`config.mk`:
```
export PLATFORM = sky130hd
export DESIGN_NAME = ir_space_code_matcher_unit
export DESIGN_NICKNAME = d
export VERILOG_FILES = /design/src/hw/rtl/ircm_pkg.sv /design/src/hw/rtl/ir_space_code_matcher_unit.sv
export SDC_FILE = /design/constraint.sdc
export NUM_CORES = 1
export LEC_CHECK = 0
export BUFFER_PORTS_ARGS = -buffer_cell sky130_fd_sc_hd__clkbuf_2
export CAP_MARGIN = 20
export CELL_PAD_IN_SITES_DETAIL_PLACEMENT = 1
export CELL_PAD_IN_SITES_GLOBAL_PLACEMENT = 1
export CORE_UTILIZATION = 53
export DETAILED_ROUTE_END_ITERATION = 8
export PLACE_DENSITY_LB_ADDON = 0.2
export SLEW_MARGIN = 40
export SYNTH_ARGS = -nofsm -noshare
export SYNTH_HDL_FRONTEND = slang
export SYNTH_SLANG_ARGS = --single-unit
export TNS_END_PERCENT = 50
```
`constraint.sdc`:
```
create_clock -name aclk -period 8.6 [get_ports aclk]
set_clock_uncertainty 0.1 [all_clocks]
set_input_delay 1.29 -clock aclk [delete_from_list [all_inputs] [get_ports aclk]]
set_output_delay 1.29 -clock aclk [all_outputs]
set_load 0.02 [all_outputs]
```
`src/hw/rtl/ircm_pkg.sv`:
```
package ircm_pkg;

    // Field widths of the streaming ports.
    localparam int SPACE_W  = 20;
    localparam int UNITS_W  = 8;
    localparam int KIND_W   = 2;
    localparam int S_TDATA_W = 24;
    localparam int M_TDATA_W = 8;

    // Default build values.
    localparam int HIST_DEPTH_DEF = 64;
    localparam int UNIT_US_DEF    = 560;
    localparam int CODE_LEN_DEF   = 32;

    typedef logic [UNITS_W-1:0] units_t;

    // Pattern values in base units.
    localparam units_t HEADER_UNITS = 8'd8;
    localparam units_t REPEAT_LEAD  = 8'd4;
    localparam units_t REPEAT_TAIL  = 8'd172;

    // Minimum unit counts of the recognized button code; entry 0 is the header.
    localparam units_t CODE_MIN [0:31] = '{
        8'd8, 8'd1, 8'd1, 8'd3, 8'd3, 8'd1, 8'd3, 8'd3,
        8'd1, 8'd1, 8'd1, 8'd1, 8'd3, 8'd1, 8'd3, 8'd3,
        8'd1, 8'd1, 8'd3, 8'd3, 8'd1, 8'd3, 8'd1, 8'd3,
        8'd1, 8'd3, 8'd1, 8'd1, 8'd3, 8'd1, 8'd3, 8'd1
    };

    typedef enum logic [KIND_W-1:0] {
        KIND_NONE   = 2'd0,
        KIND_CODE   = 2'd1,
        KIND_REPEAT = 2'd2
    } kind_t;

    typedef enum logic [2:0] {
        ST_IDLE,
        ST_QUANT,
        ST_WRITE,
        ST_START,
        ST_SCAN,
        ST_DONE
    } state_t;

    // What the word returning from the history memory is checked as.
    typedef enum logic [1:0] {
        PH_HEAD,
        PH_CODE,
        PH_TAIL
    } phase_t;

endpackage

```
`src/hw/rtl/ir_space_code_matcher_unit.sv`:
```
// IR space code matcher.
// Slave channel: one word per measured IR space, s_tdata[19:0] in microseconds.
// Master channel: one word per input word; m_tdata[7:0] is the space rounded to
// base units (saturated at 255), m_tuser[1:0] says whether the history now holds
// a button code (1), a repeat code (2) or neither (0).
// The block handles one word at a time. Rounding is one multiplication by the
// reciprocal of UNIT_US. The history memory is then written and scanned one
// memory read per cycle over the start positions 0 .. HIST_DEPTH-34. A position
// costs one read, a repeat lead two, a header up to CODE_LEN, and a match ends
// the scan early. The scan is bounded by the single read port.
// s_tready is high only while no word is being worked on. A finished result
// waits in the output register while m_tready is low; a new input word is
// still taken then, and its result is held until the register is free.
// On a match the whole history is dropped and the write pointer returns to 0.
// Reset (aresetn low at a clock edge) empties the history and the output
// register at once; no clearing pass is needed.
module ir_space_code_matcher_unit #(
    parameter int HIST_DEPTH = ircm_pkg::HIST_DEPTH_DEF,
    parameter int UNIT_US    = ircm_pkg::UNIT_US_DEF,
    parameter int CODE_LEN   = ircm_pkg::CODE_LEN_DEF
) (
    input  logic                           aclk,
    input  logic                           aresetn,
    input  logic                           s_tvalid,
    output logic                           s_tready,
    input  logic [ircm_pkg::S_TDATA_W-1:0] s_tdata,   // [19:0] space_us
    output logic                           m_tvalid,
    input  logic                           m_tready,
    output logic [ircm_pkg::M_TDATA_W-1:0] m_tdata,   // [7:0] units
    output logic [ircm_pkg::KIND_W-1:0]    m_tuser    // [1:0] match_kind
);
    import ircm_pkg::*;

    localparam int AW    = $clog2(HIST_DEPTH);
    localparam int DW    = SPACE_W + 1;
    localparam int SHIFT = DW + $clog2(UNIT_US);
    localparam int OW    = $clog2(CODE_LEN);
    localparam logic [DW:0]   RECIP    =
        (DW + 1)'(((64'd1 << SHIFT) + 64'(UNIT_US - 1)) / 64'(UNIT_US));
    localparam logic [AW-1:0] LAST_POS = AW'(HIST_DEPTH - 34);
    localparam logic [AW-1:0] LAST_WP  = AW'(HIST_DEPTH - 1);
    localparam logic [OW-1:0] LAST_OFF = OW'(CODE_LEN - 1);

    state_t                state_reg, state_next;
    phase_t                phase_reg, phase_next;
    logic [DW-1:0]         div_reg, div_next;
    logic [DW-1:0]         quot_reg, quot_next;
    units_t                units_reg, units_next;
    logic [AW-1:0]         wp_reg, wp_next;
    logic [HIST_DEPTH-1:0] valid_reg, valid_next;
    logic [AW-1:0]         pos_reg, pos_next;
    logic [OW-1:0]         off_reg, off_next;
    logic [AW-1:0]         nxt_addr_reg, nxt_addr_next;
    kind_t                 kind_reg, kind_next;
    logic                  m_tvalid_reg, m_tvalid_next;
    kind_t                 m_kind_reg, m_kind_next;
    units_t                m_units_reg, m_units_next;

    units_t                hist_mem [HIST_DEPTH];
    units_t                rd_data_reg;
    logic                  rd_vld_reg;
    logic [AW-1:0]         issue_addr;
    logic                  mem_we;
    units_t                units_sat;
    units_t                hval;
    logic [2*DW:0]         product;
    logic                  out_load;

    // Saturated quotient and the history word as seen by the scan.
    assign units_sat = (|quot_reg[DW-1:UNITS_W]) ? '1 : quot_reg[UNITS_W-1:0];
    assign hval      = rd_vld_reg ? rd_data_reg : '0;

    // The reciprocal is rounded up, which makes the truncated quotient exact
    // for every dividend that fits in DW bits.
    assign product   = div_reg * RECIP;

    // History memory: one write port, one registered read port.
    always_ff @(posedge aclk) begin
        if (mem_we) begin
            hist_mem[wp_reg] <= units_sat;
        end
    end

    always_ff @(posedge aclk) begin
        rd_data_reg <= hist_mem[issue_addr];
        rd_vld_reg  <= valid_reg[issue_addr];
    end

    // Sequencer: divide, write, scan, deliver.
    always_comb begin
        state_next    = state_reg;
        phase_next    = phase_reg;
        div_next      = div_reg;
        quot_next     = quot_reg;
        units_next    = units_reg;
        wp_next       = wp_reg;
        valid_next    = valid_reg;
        pos_next      = pos_reg;
        off_next      = off_reg;
        kind_next     = kind_reg;
        m_tvalid_next = m_tvalid_reg;
        m_kind_next   = m_kind_reg;
        m_units_next  = m_units_reg;
        issue_addr    = nxt_addr_reg;
        mem_we        = 1'b0;
        s_tready      = 1'b0;
        out_load      = 1'b0;

        if (m_tvalid_reg && m_tready) begin
            m_tvalid_next = 1'b0;
        end

        unique case (state_reg)
            ST_IDLE: begin
                s_tready = 1'b1;
                if (s_tvalid) begin
                    div_next   = DW'(s_tdata[SPACE_W-1:0]) + DW'(UNIT_US / 2);
                    quot_next  = '0;
                    state_next = ST_QUANT;
                end
            end
            ST_QUANT: begin
                // Divide by UNIT_US through the reciprocal in one step.
                quot_next  = DW'(product >> SHIFT);
                state_next = ST_WRITE;
            end
            ST_WRITE: begin
                mem_we             = 1'b1;
                units_next         = units_sat;
                valid_next[wp_reg] = 1'b1;
                wp_next            = (wp_reg == LAST_WP) ? '0 : wp_reg + 1'b1;
                state_next         = ST_START;
            end
            ST_START: begin
                issue_addr = '0;
                pos_next   = '0;
                off_next   = '0;
                phase_next = PH_HEAD;
                state_next = ST_SCAN;
            end
            ST_SCAN: begin
                unique case (phase_reg)
                    PH_HEAD: begin
                        if (hval == HEADER_UNITS) begin
                            phase_next = PH_CODE;
                            off_next   = OW'(1);
                        end else if (hval == REPEAT_LEAD) begin
                            phase_next = PH_TAIL;
                        end else if (pos_reg == LAST_POS) begin
                            kind_next  = KIND_NONE;
                            state_next = ST_DONE;
                        end else begin
                            pos_next = pos_reg + 1'b1;
                        end
                    end
                    PH_CODE: begin
                        if (hval >= CODE_MIN[5'(off_reg)]) begin
                            if (off_reg == LAST_OFF) begin
                                kind_next  = KIND_CODE;
                                state_next = ST_DONE;
                            end else begin
                                off_next = off_reg + 1'b1;
                            end
                        end else if (pos_reg == LAST_POS) begin
                            kind_next  = KIND_NONE;
                            state_next = ST_DONE;
                        end else begin
                            // Restart at the next position.
                            issue_addr = pos_reg + 1'b1;
                            pos_next   = pos_reg + 1'b1;
                            phase_next = PH_HEAD;
                        end
                    end
                    PH_TAIL: begin
                        if (hval == REPEAT_TAIL) begin
                            kind_next  = KIND_REPEAT;
                            state_next = ST_DONE;
                        end else if (pos_reg == LAST_POS) begin
                            kind_next  = KIND_NONE;
                            state_next = ST_DONE;
                        end else begin
                            issue_addr = pos_reg + 1'b1;
                            pos_next   = pos_reg + 1'b1;
                            phase_next = PH_HEAD;
                        end
                    end
                    default: begin
                        phase_next = PH_HEAD;
                    end
                endcase
            end
            ST_DONE: begin
                if (!m_tvalid_reg || m_tready) begin
                    out_load      = 1'b1;
                    m_tvalid_next = 1'b1;
                    m_kind_next   = kind_reg;
                    m_units_next  = units_reg;
                    if (kind_reg != KIND_NONE) begin
                        valid_next = '0;
                        wp_next    = '0;
                    end
                    state_next = ST_IDLE;
                end
            end
            default: begin
                state_next = ST_IDLE;
            end
        endcase

        nxt_addr_next = issue_addr + 1'b1;
    end

    // Control and payload registers.
    always_ff @(posedge aclk) begin
        if (!aresetn) begin
            state_reg    <= ST_IDLE;
            phase_reg    <= PH_HEAD;
            wp_reg       <= '0;
            valid_reg    <= '0;
            m_tvalid_reg <= 1'b0;
            kind_reg     <= KIND_NONE;
        end else begin
            state_reg    <= state_next;
            phase_reg    <= phase_next;
            wp_reg       <= wp_next;
            valid_reg    <= valid_next;
            m_tvalid_reg <= m_tvalid_next;
            kind_reg     <= kind_next;
        end
        div_reg      <= div_next;
        quot_reg     <= quot_next;
        units_reg    <= units_next;
        pos_reg      <= pos_next;
        off_reg      <= off_next;
        nxt_addr_reg <= nxt_addr_next;
        m_kind_reg   <= m_kind_next;
        m_units_reg  <= m_units_next;
    end

    assign m_tvalid = m_tvalid_reg;
    assign m_tdata  = m_units_reg;
    assign m_tuser  = m_kind_reg;

`ifndef SYNTHESIS
    // A reported match leaves an empty history with the pointer at the start.
    a_match_clears: assert property (@(posedge aclk) disable iff (!aresetn)
        out_load && (kind_reg != KIND_NONE) |=> (wp_reg == '0) && (valid_reg == '0))
        else $error("history not cleared after a match");

    // The scan never examines a start position past the last one.
    a_pos_range: assert property (@(posedge aclk) disable iff (!aresetn)
        (state_reg == ST_SCAN) |-> (pos_reg <= LAST_POS))
        else $error("scan position out of range");

    // A button code is only reported after its last code entry was checked.
    a_code_len: assert property (@(posedge aclk) disable iff (!aresetn)
        (state_reg == ST_SCAN) && (state_next == ST_DONE) && (kind_next == KIND_CODE)
        |-> (phase_reg == PH_CODE) && (off_reg == LAST_OFF))
        else $error("button code reported before all entries were checked");

    // The output register is loaded only when free or being drained.
    a_no_overwrite: assert property (@(posedge aclk) disable iff (!aresetn)
        out_load |-> (!m_tvalid_reg || m_tready))
        else $error("pending result overwritten");
`endif

endmodule
```
# [Word level (Yosys, flattened, before mapping)]
# Memories as Yosys holds them, arrays and structs flattened. A register that Yosys moved wholly into a read port is not among the register bits.
# Index checks and enable logic that the tools add are counted.
[totals] mem_bits_rw=512 out_inout_bits=12 memories=2 wordCells=146 reg_bits=156 mem_bits_ro=256
[mem_list] name="hist_mem" depth=64 width=8 rd=1 rd_ports_with_merged_regs=1 write_ports=1 line="ir_space_code_matcher_unit.sv:59" text="units_t hist_mem [HIST_DEPTH];"
[mem_list] name="(no name shown)" depth=32 width=8 rd=1 rd_ports_with_merged_regs=0 write_ports=0 line="ir_space_code_matcher_unit.sv:157" text="if (hval >= CODE_MIN[5'(off_reg)]) begin"
[classes] multipliers=1 n_reduce_logical=21 magnitude_cmp=5 eq_ne=30 add_sub_neg=5 bitwise=2 n_mux=65
[ops] op="$mux W64" count=2
[ops] op="$pmux W64 S2" count=1
[ops] op="$mux W6" count=11
[ops] op="$or A64 B64 Y64" count=1
[ops] op="$pmux W6 S2" count=4
[ops] op="$mul A21 B22 Y43 const B" count=1
[ops] op="$pmux W21 S2" count=1
[ops] op="$mux W8" count=4
[ops] op="$mux W3" count=8
[ops] op="$ne A3 B3 Y1 const B" count=8
[ops] op="$mux W2" count=11
[ops] op="$add A20 B9 Y21 const B" count=1
[ops] op="$mux W21" count=1
[ops] op="$pmux W5 S2" count=2
[ops] op="$add A6 B1 Y6 const B" count=3
[ops] op="$pmux W3 S6" count=1
[ops] op="$pmux W6 S3" count=1
[ops] op="$mux W5" count=3
[ops] op="$lt A6 B7 Y1 const B" count=2
[ops] op="$reduce_or A13 Y1" count=1
[ops] op="$pmux W2 S3" count=2
[ops] op="$reduce_and A6 Y1" count=2
[ops] op="$ne A2 B2 Y1 const B" count=5
[ops] op="$reduce_and A5 Y1" count=2
[ops] op="other kinds (34)" count=51

# [Logic depth before layout (Yosys ltp)]
# Gate-level depths: netlist (run 1).
[logic_depth] depth_word=10 ltp_mapped=24 depth_no_buf=24

# [Worst setup path after synthesis (run 1)]
# No wires, ideal clock.
[synth_timing] path_kind="register to register" startpoint="register div_reg[12]" endpoint="register quot_reg[10] (data pin)" stages_incl_launch_ff=23 slack_ps=1863 synth_period_minus_slack_ps=6737 path_buffers=0 setup_ps=270 arrival_time_ps=6367 required_ps=8230 cell_sequence="edfxtp_1 fa_1 inv_1 fa_1 inv_1 fa_1 fa_1 fa_1 fa_1 inv_1 fa_1 inv_1 ha_1 nand3_1 o221ai_1 a21o_1 a221o_1 a21o_1 o2111ai_1 a21oi_1 o31ai_1 nor3b_1 nor3_1"
[synth_via] elab_chain_cells=2
[synth_rtl] element="start, declared" line="ir_space_code_matcher_unit.sv:46" text="logic [DW-1:0] div_reg, div_next;"
[synth_rtl] element="start signal, assigned" line="ir_space_code_matcher_unit.sv:230" text="div_reg <= div_next;"
[synth_rtl] element="$mul A21 B22 Y43" line="ir_space_code_matcher_unit.sv:75" text="assign product = div_reg * RECIP;"
[synth_rtl] element="$pmux W21 S2" line="ir_space_code_matcher_unit.sv:113" text="unique case (state_reg)"
[synth_rtl] element="end signal, assigned" line="ir_space_code_matcher_unit.sv:231" text="quot_reg <= quot_next;"
[synth_rtl] element="end, declared" line="ir_space_code_matcher_unit.sv:47" text="logic [DW-1:0] quot_reg, quot_next;"
# Every way passes these cells.
# A chain may end at the register's enable or synchronous reset.

# [Final worst setup path (run 1)]
[layout_timing] startpoint="register div_reg[12]" endpoint="register quot_reg[11] (data pin)"
# Same word-level chain as after synthesis.

==> results of run 1 <==
[worst max-delay path, stage by stage, from the launching register on]
cell and delay (ps):
edfxtp_1 640, fa_1 640, inv_1 60, fa_1 490, inv_1 60, fa_1 530, fa_1 570, fa_1 530
fa_1 550, inv_1 50, fa_1 530, inv_1 50, ha_1 280, nand3_1 140, o221ai_1 160, a21o_1 240
a221o_1 380, a21o_1 240, o2111ai_1 280, a21oi_1 190, o31ai_1 390, a21boi_0 200, o31ai_1 270
[worst paths after layout]
kind	to
max	quot_reg[11]
min	m_tdata[3]
max reg2reg	quot_reg[11]
min reg2reg	m_tdata[3]
[power by group]
| group | switching, µW | total, µW | internal, µW |
|---|---|---|---|
| Sequential | 114 | 4010 | 3890 |
| Combinational | 5800 | 9400 | 3590 |
| Clock | 1340 | 3140 | 1800 |
[logic make-up (layout without fill, tap and decap cells)]
kind of cell / count (synthesis) / after routing / synth area share (%)
compound gates: 379 / 379 / 7.37
xor+xnor: 45 / 45 / 1.17
fa+ha+maj: 334 / 334 / 15.1
buf+inv: 347 / 441 / 4.23
flops: 667 / 667 / 56.5
mux: 275 / 275 / 8.15
simple gates: 547 / 547 / 7.48
[final cells by class]
class	instances	share of cell area, %
repair buffers	74	1.43
clock buffers	91	5.09
flip-flops and latches	667	51.0
inverters	237	2.42
multi-input cells	1580	36.0
clock inverters	39	1.23
well taps	846	2.83
[routing by layer]
metal / vias to the layer above / share of wire (%)
li1: 9502 / -
met1: 11100 / 42
met2: 665 / 50
met3: 176 / 5.5
met4: 0 / 3.2
met5: - / 0
[cell usage in the layout (no fill, tap or decap), types with 30 or more instances in the layout]
cell       netlist  routed
fa_1           124     124
edfxtp_1       574     574
clkbuf_16        0      73
ha_1           210     210
buf_4           12      33
nor4_1          37      30
dfxtp_1         93      93
clkbuf_2         0      35
nand2_1        194     193
o221ai_1        67      67
mux2i_1        274     274
nor2_1         178     156
inv_1          236     235
a21oi_1        194     194
[per-stage QoR]
stage / power (µW) / hold slack, ps
6_report: 16500 / 328
5_1_grt: 17700 / 339
4_1_cts: 16600 / 326
3_5_place_dp: 13300 / 313
3_3_place_gp: 12800 / 302
2_1_floorplan: 10300 / 300
==> results.py, run 1 <==
metrics = {
    "floorplanning": {
        "io_pins": 40,
        "dieArea_mm2": 0.0648,
        "num_rows": 92,
        "dieHeight_um": 255,
        "core-area_mm2": 0.0631,
        "start_util_pct": 53.6,
        "fp.dieW_um": 255,
    },
    "worst_setup_path": {
        "r2r_start": "div_reg[12]",
        "worstSetupEndpointType": "flop",
        "worst_ep_arrival_time_ps": 8110,
        "crit_type": "flop to flop",
        "startpoint_type": "flop",
        "worstPathRequired_ps": 8960,
        "crit_fanout": 7,
        "reg2reg_depth": 22,
        "rrSetupSlack_ps": 850,
        "crit_start": "div_reg[12]",
    },
    "sta": {
        "finalSetupTns_ps": 0,
        "slew_headroom_pct": 27.8,
        "rsz0062_at_grt": "no",
        "setup_viol": 0,
        "min_period_ps": 7750,
        "finalMaxSlewViolations": 0,
        "fin_crit_sh_pct": 90.1,
        "hold_viol_final": 0,
        "clock.fmax_mhz": 129,
        "worst_slew_pin_slew_ps": 1070,
        "fin_ws_ps": 854,
    },
    "global_routing": {
        "grt_overflow_total": 0,
        "grt_pass1_wl_um": 141000,
        "track_usage_pct": 29.4,
        "grt_util_met2_pct": 50.1,
        "met3_usage_pct": 4.32,
        "busiest_layer": "met2",
        "met1_usage_pct": 38.0,
        "grt_pass1_vias": 23300,
        "antenna_found_initial": 2,
        "grt_max_degree": 116,
    },
    "clocking": {
        "clock_latency_ps": 640,
        "cts_setup_buffers": 0,
        "cts_sinks": 667,
        "clkTransAtPathRegs_ps": 60,
        "numCtsBuffers": 72,
        "cts_tree": "yes",
        "cts_buffer_depth": 3,
        "cts_hold_buffers": 0,
        "postCtsResizedCells": 0,
        "root_buffer": "clkbuf_16",
        "h-tree-depth": 3,
    },
    "synth": {
        "synth_area_mm2": 0.0338,
        "synth_edf_count": 574,
        "syn_area_per_cell_um2": 13.0,
        "ys.flop_type": "edfxtp_1",
        "synth_common_cells": "edfxtp_1, mux2i_1, inv_1, ha_1",
        "synth_most_common_cell": "edfxtp_1",
        "async_flop_share_pct": 0,
        "yosysUniqueCellTypes": 72,
        "syn_nets": 2956,
        "synth_seq_cells": 667,
        "yosysTopAreaCell": "edfxtp_1",
        "syn_inst": 2594,
        "synth_area_leaders": "edfxtp_1, mux2i_1, ha_1, fa_1, dfxtp_1",
        "seq_area_frac_synth_pct": 56.5,
        "synth_top_area_share_pct": 51.0,
        "synth-warning-count": 0,
    },
    "power": {
        "irDropWorstVdd_mv": 0.447,
        "p_leak_uw": 0.0144,
        "powerDensity_mw_per_mm2": 442,
    },
    "hold_path": {
        "holdPathStages": 0,
        "holdCritPathClass": "flop to flop",
        "worstHoldStart": "units_reg[3]",
    },
    "place": {
        "placed_cell_area_mm2": 0.0349,
        "port_buffers": 35,
        "gp_congestion": 0.861,
        "dpl.hpwl_um": 62300,
        "pre_cts_ws_ps": 904,
        "dpl.cell_count": 3402,
    },
    "drt": {
        "wl_per_cell_um": 26.4,
        "drt_iter0_drc": 1499,
        "postRouteAntennaNets": 0,
        "vias": 21500,
        "drc": 0,
        "drt_pass1_iterations": 5,
        "totalWireLength_um": 93100,
        "avgViaCountPerCell": 6.08,
    },
    "cells_and_area": {
        "largest_reg_flops": 512,
        "fin_nets": 2994,
        "nFillCells": 6198,
        "fin_cells": 3534,
        "multi_input_area_mm2": 0.0135,
        "fin_util_pct": 59.3,
        "area.sequential_mm2": 0.0191,
        "stdcell_area_mm2": 0.0374,
        "syn_to_final_growth_pct": 10.7,
        "antenna_cells": 0,
        "layout-drive-gt1-share_pct": 9.11,
    },
    "job": {
        "maxCapViolCount": 0,
    },
    "status": {
        "outcome": "finished clean",
    },
}
No activity file was read; power rests on OpenSTA's default activity.
==> run 2: changes to the inputs <==
- RECOVER_POWER: unset -> 50
==> results.py, run 2 (synthesis results as in run 1) <==
metrics = {
    "status": {
        "outcome": "finished, violations left",
        "failed_checks": "max-capacitance violations, max-slew violations",
    },
    "place": {
        "placed_cell_area_mm2": 0.0349,
        "dpl.hpwl_um": 62300,
        "gp_congestion": 0.861,
        "port_buffers": 35,
    },
    "drt": {
        "wl_per_cell_um": 26.3,
        "vias": 21400,
        "totalWireLength_um": 93000,
        "postRouteAntennaNets": 0,
        "drt_iter0_drc": 1439,
        "avgViaCountPerCell": 6.04,
        "drc": 0,
        "top_layer": "met4",
        "drt_pass1_iterations": 5,
        "wl_met2_um": 46100,
        "m1WireLength_um": 38500,
        "wl_met3_um": 5400,
    },
    "cells_and_area": {
        "syn_to_final_growth_pct": 10.4,
        "layout_common_cells": "edfxtp_1, mux2i_1, inv_1",
        "fin_nets": 2994,
        "layout-drive-gt1-share_pct": 8.30,
        "stdcell_area_mm2": 0.0373,
        "nFillCells": 6204,
        "antenna_cells": 0,
        "final_common_cell": "edfxtp_1",
        "largest_reg_flops": 512,
    },
    "floorplanning": {
        "start_util_pct": 53.6,
        "fp.dieW_um": 255,
        "num_rows": 92,
        "io_pins": 40,
        "dieArea_mm2": 0.0648,
        "dieHeight_um": 255,
        "core-area_mm2": 0.0631,
    },
    "sta": {
        "fin_crit_sh_pct": 89.8,
        "worst_slew_pin_slew_ps": 3680,
        "setup_viol": 0,
        "slew_headroom_pct": -146,
        "rsz0062_at_grt": "no",
        "finalMaxSlewViolations": 560,
        "clock.fmax_mhz": 130,
        "hold_viol_final": 0,
        "finalSetupTns_ps": 0,
        "min_period_ps": 7720,
    },
    "global_routing": {
        "grt_pass1_vias": 23300,
        "track_usage_pct": 29.4,
        "antenna_found_initial": 2,
        "grt_max_degree": 116,
        "grt_pass1_wl_um": 141000,
        "grt_overflow_total": 0,
    },
    "worst_setup_path": {
        "crit_path_cell_trace": "fa_1 -> inv_1 -> fa_1 -> inv_1 -> fa_1 -> fa_1 -> fa_1 -> fa_1 -> inv_1 -> fa_1 -> inv_1 -> ha_1 -> nand3_1 -> o221ai_1 -> a21o_1 -> a221o_1 -> a21o_1 -> o2111ai_1 -> a21oi_1 -> o31ai_1 -> a21boi_0 -> o31ai_1",
        "path_delay_family": "adder cells",
        "worstSetupEndpointType": "flop",
        "path_common_cell": "fa_1",
        "path_buf_inv": 4,
        "cp_slowest_cell": "edfxtp_1",
        "worstPathRequired_ps": 8960,
        "crit_type": "flop to flop",
        "max_stage_delay_ps": 640,
        "reg2reg_depth": 22,
        "r2r_start": "div_reg[12]",
        "reg2reg_to": "quot_reg[11]",
        "crit_fanout": 7,
        "startpoint_type": "flop",
        "rrSetupSlack_ps": 880,
        "worst_ep_arrival_time_ps": 8080,
    },
    "clocking": {
        "cts_sinks": 667,
        "cts_tree": "yes",
        "h-tree-depth": 3,
        "clkTransAtPathRegs_ps": 60,
        "numCtsBuffers": 72,
        "cts_buffer_depth": 3,
        "postCtsResizedCells": 0,
        "cts_setup_buffers": 0,
        "root_buffer": "clkbuf_16",
        "cts_hold_buffers": 0,
        "clock_latency_ps": 640,
    },
    "power": {
        "irDropWorstVdd_mv": 0.453,
        "p_leak_uw": 0.0143,
        "powerDensity_mw_per_mm2": 444,
    },
    "hold_path": {
        "worstHoldStart": "units_reg[3]",
        "min_to": "m_tdata[3]",
        "holdPathStages": 0,
        "holdCritPathClass": "flop to flop",
    },
    "job": {
        "maxCapViolCount": 10,
    },
}
run 2: cell types whose count changed in the layout (fill, tap and decap cells not counted), moves of 2 or more:
cell      before  now
clkbuf_2      35   29
buf_4         33   22
clkbuf_1      17   35
nor3b_1       10   12
run 2: metrics by stage:
| stage | setup slack, ps | util [%] | cells | total power [µW] | hold slack (ps) |
|---|---|---|---|---|---|
| after global routing | 560 | 59.2 | 3534 | 17800 | 339 |
| final | 878 | 59.2 | 3534 | 16600 | 329 |
| after detailed placement | 904 | 55.4 | 3402 | 13300 | 313 |
| after global placement | 1080 | 55.3 | 3401 | 12800 | 302 |
| after floorplan | 1860 | - | 2594 | 10300 | 300 |
| after CTS | 895 | 59.2 | 3532 | 16600 | 326 |
run 2: final cells by class:
class	instances	area (µm²)	area share, %
flip-flops and latches	667	19100	51.2
multi-input cells	1580	13400	36.0
clock buffers	91	1900	5.10
well taps	846	1060	2.84
inverters	237	905	2.42
repair buffers	74	478	1.28
clock inverters	39	460	1.23
run 2: power by group:
| part | switching (µW) | leakage, µW | internal [µW] |
|---|---|---|---|
| Sequential | 108 | 0.00580 | 3940 |
| Combinational | 5800 | 0.00738 | 3580 |
| Clock | 1340 | 0.00114 | 1800 |
run 2: per-layer routing:
metal | vias up | global-route usage, %
li1 | 9503 | -
met1 | 11000 | 38.0
met2 | 681 | 50.1
met3 | 175 | 4.32
met4 | 0 | 11.2
met5 | - | 0
run 2: how the worst max path moves through the flow:
stage	from	endpoint	slack [ps]	depth (start not counted)
2_1_floorplan	div_reg[12]	quot_reg[10]	1860	22
3_3_place_gp	div_reg[12]	quot_reg[10]	1080	22
3_5_place_dp	div_reg[12]	quot_reg[11]	900	22
4_1_cts	div_reg[12]	quot_reg[11]	890	22
5_1_grt	div_reg[12]	quot_reg[11]	560	22
6_report	div_reg[12]	quot_reg[11]	880	22
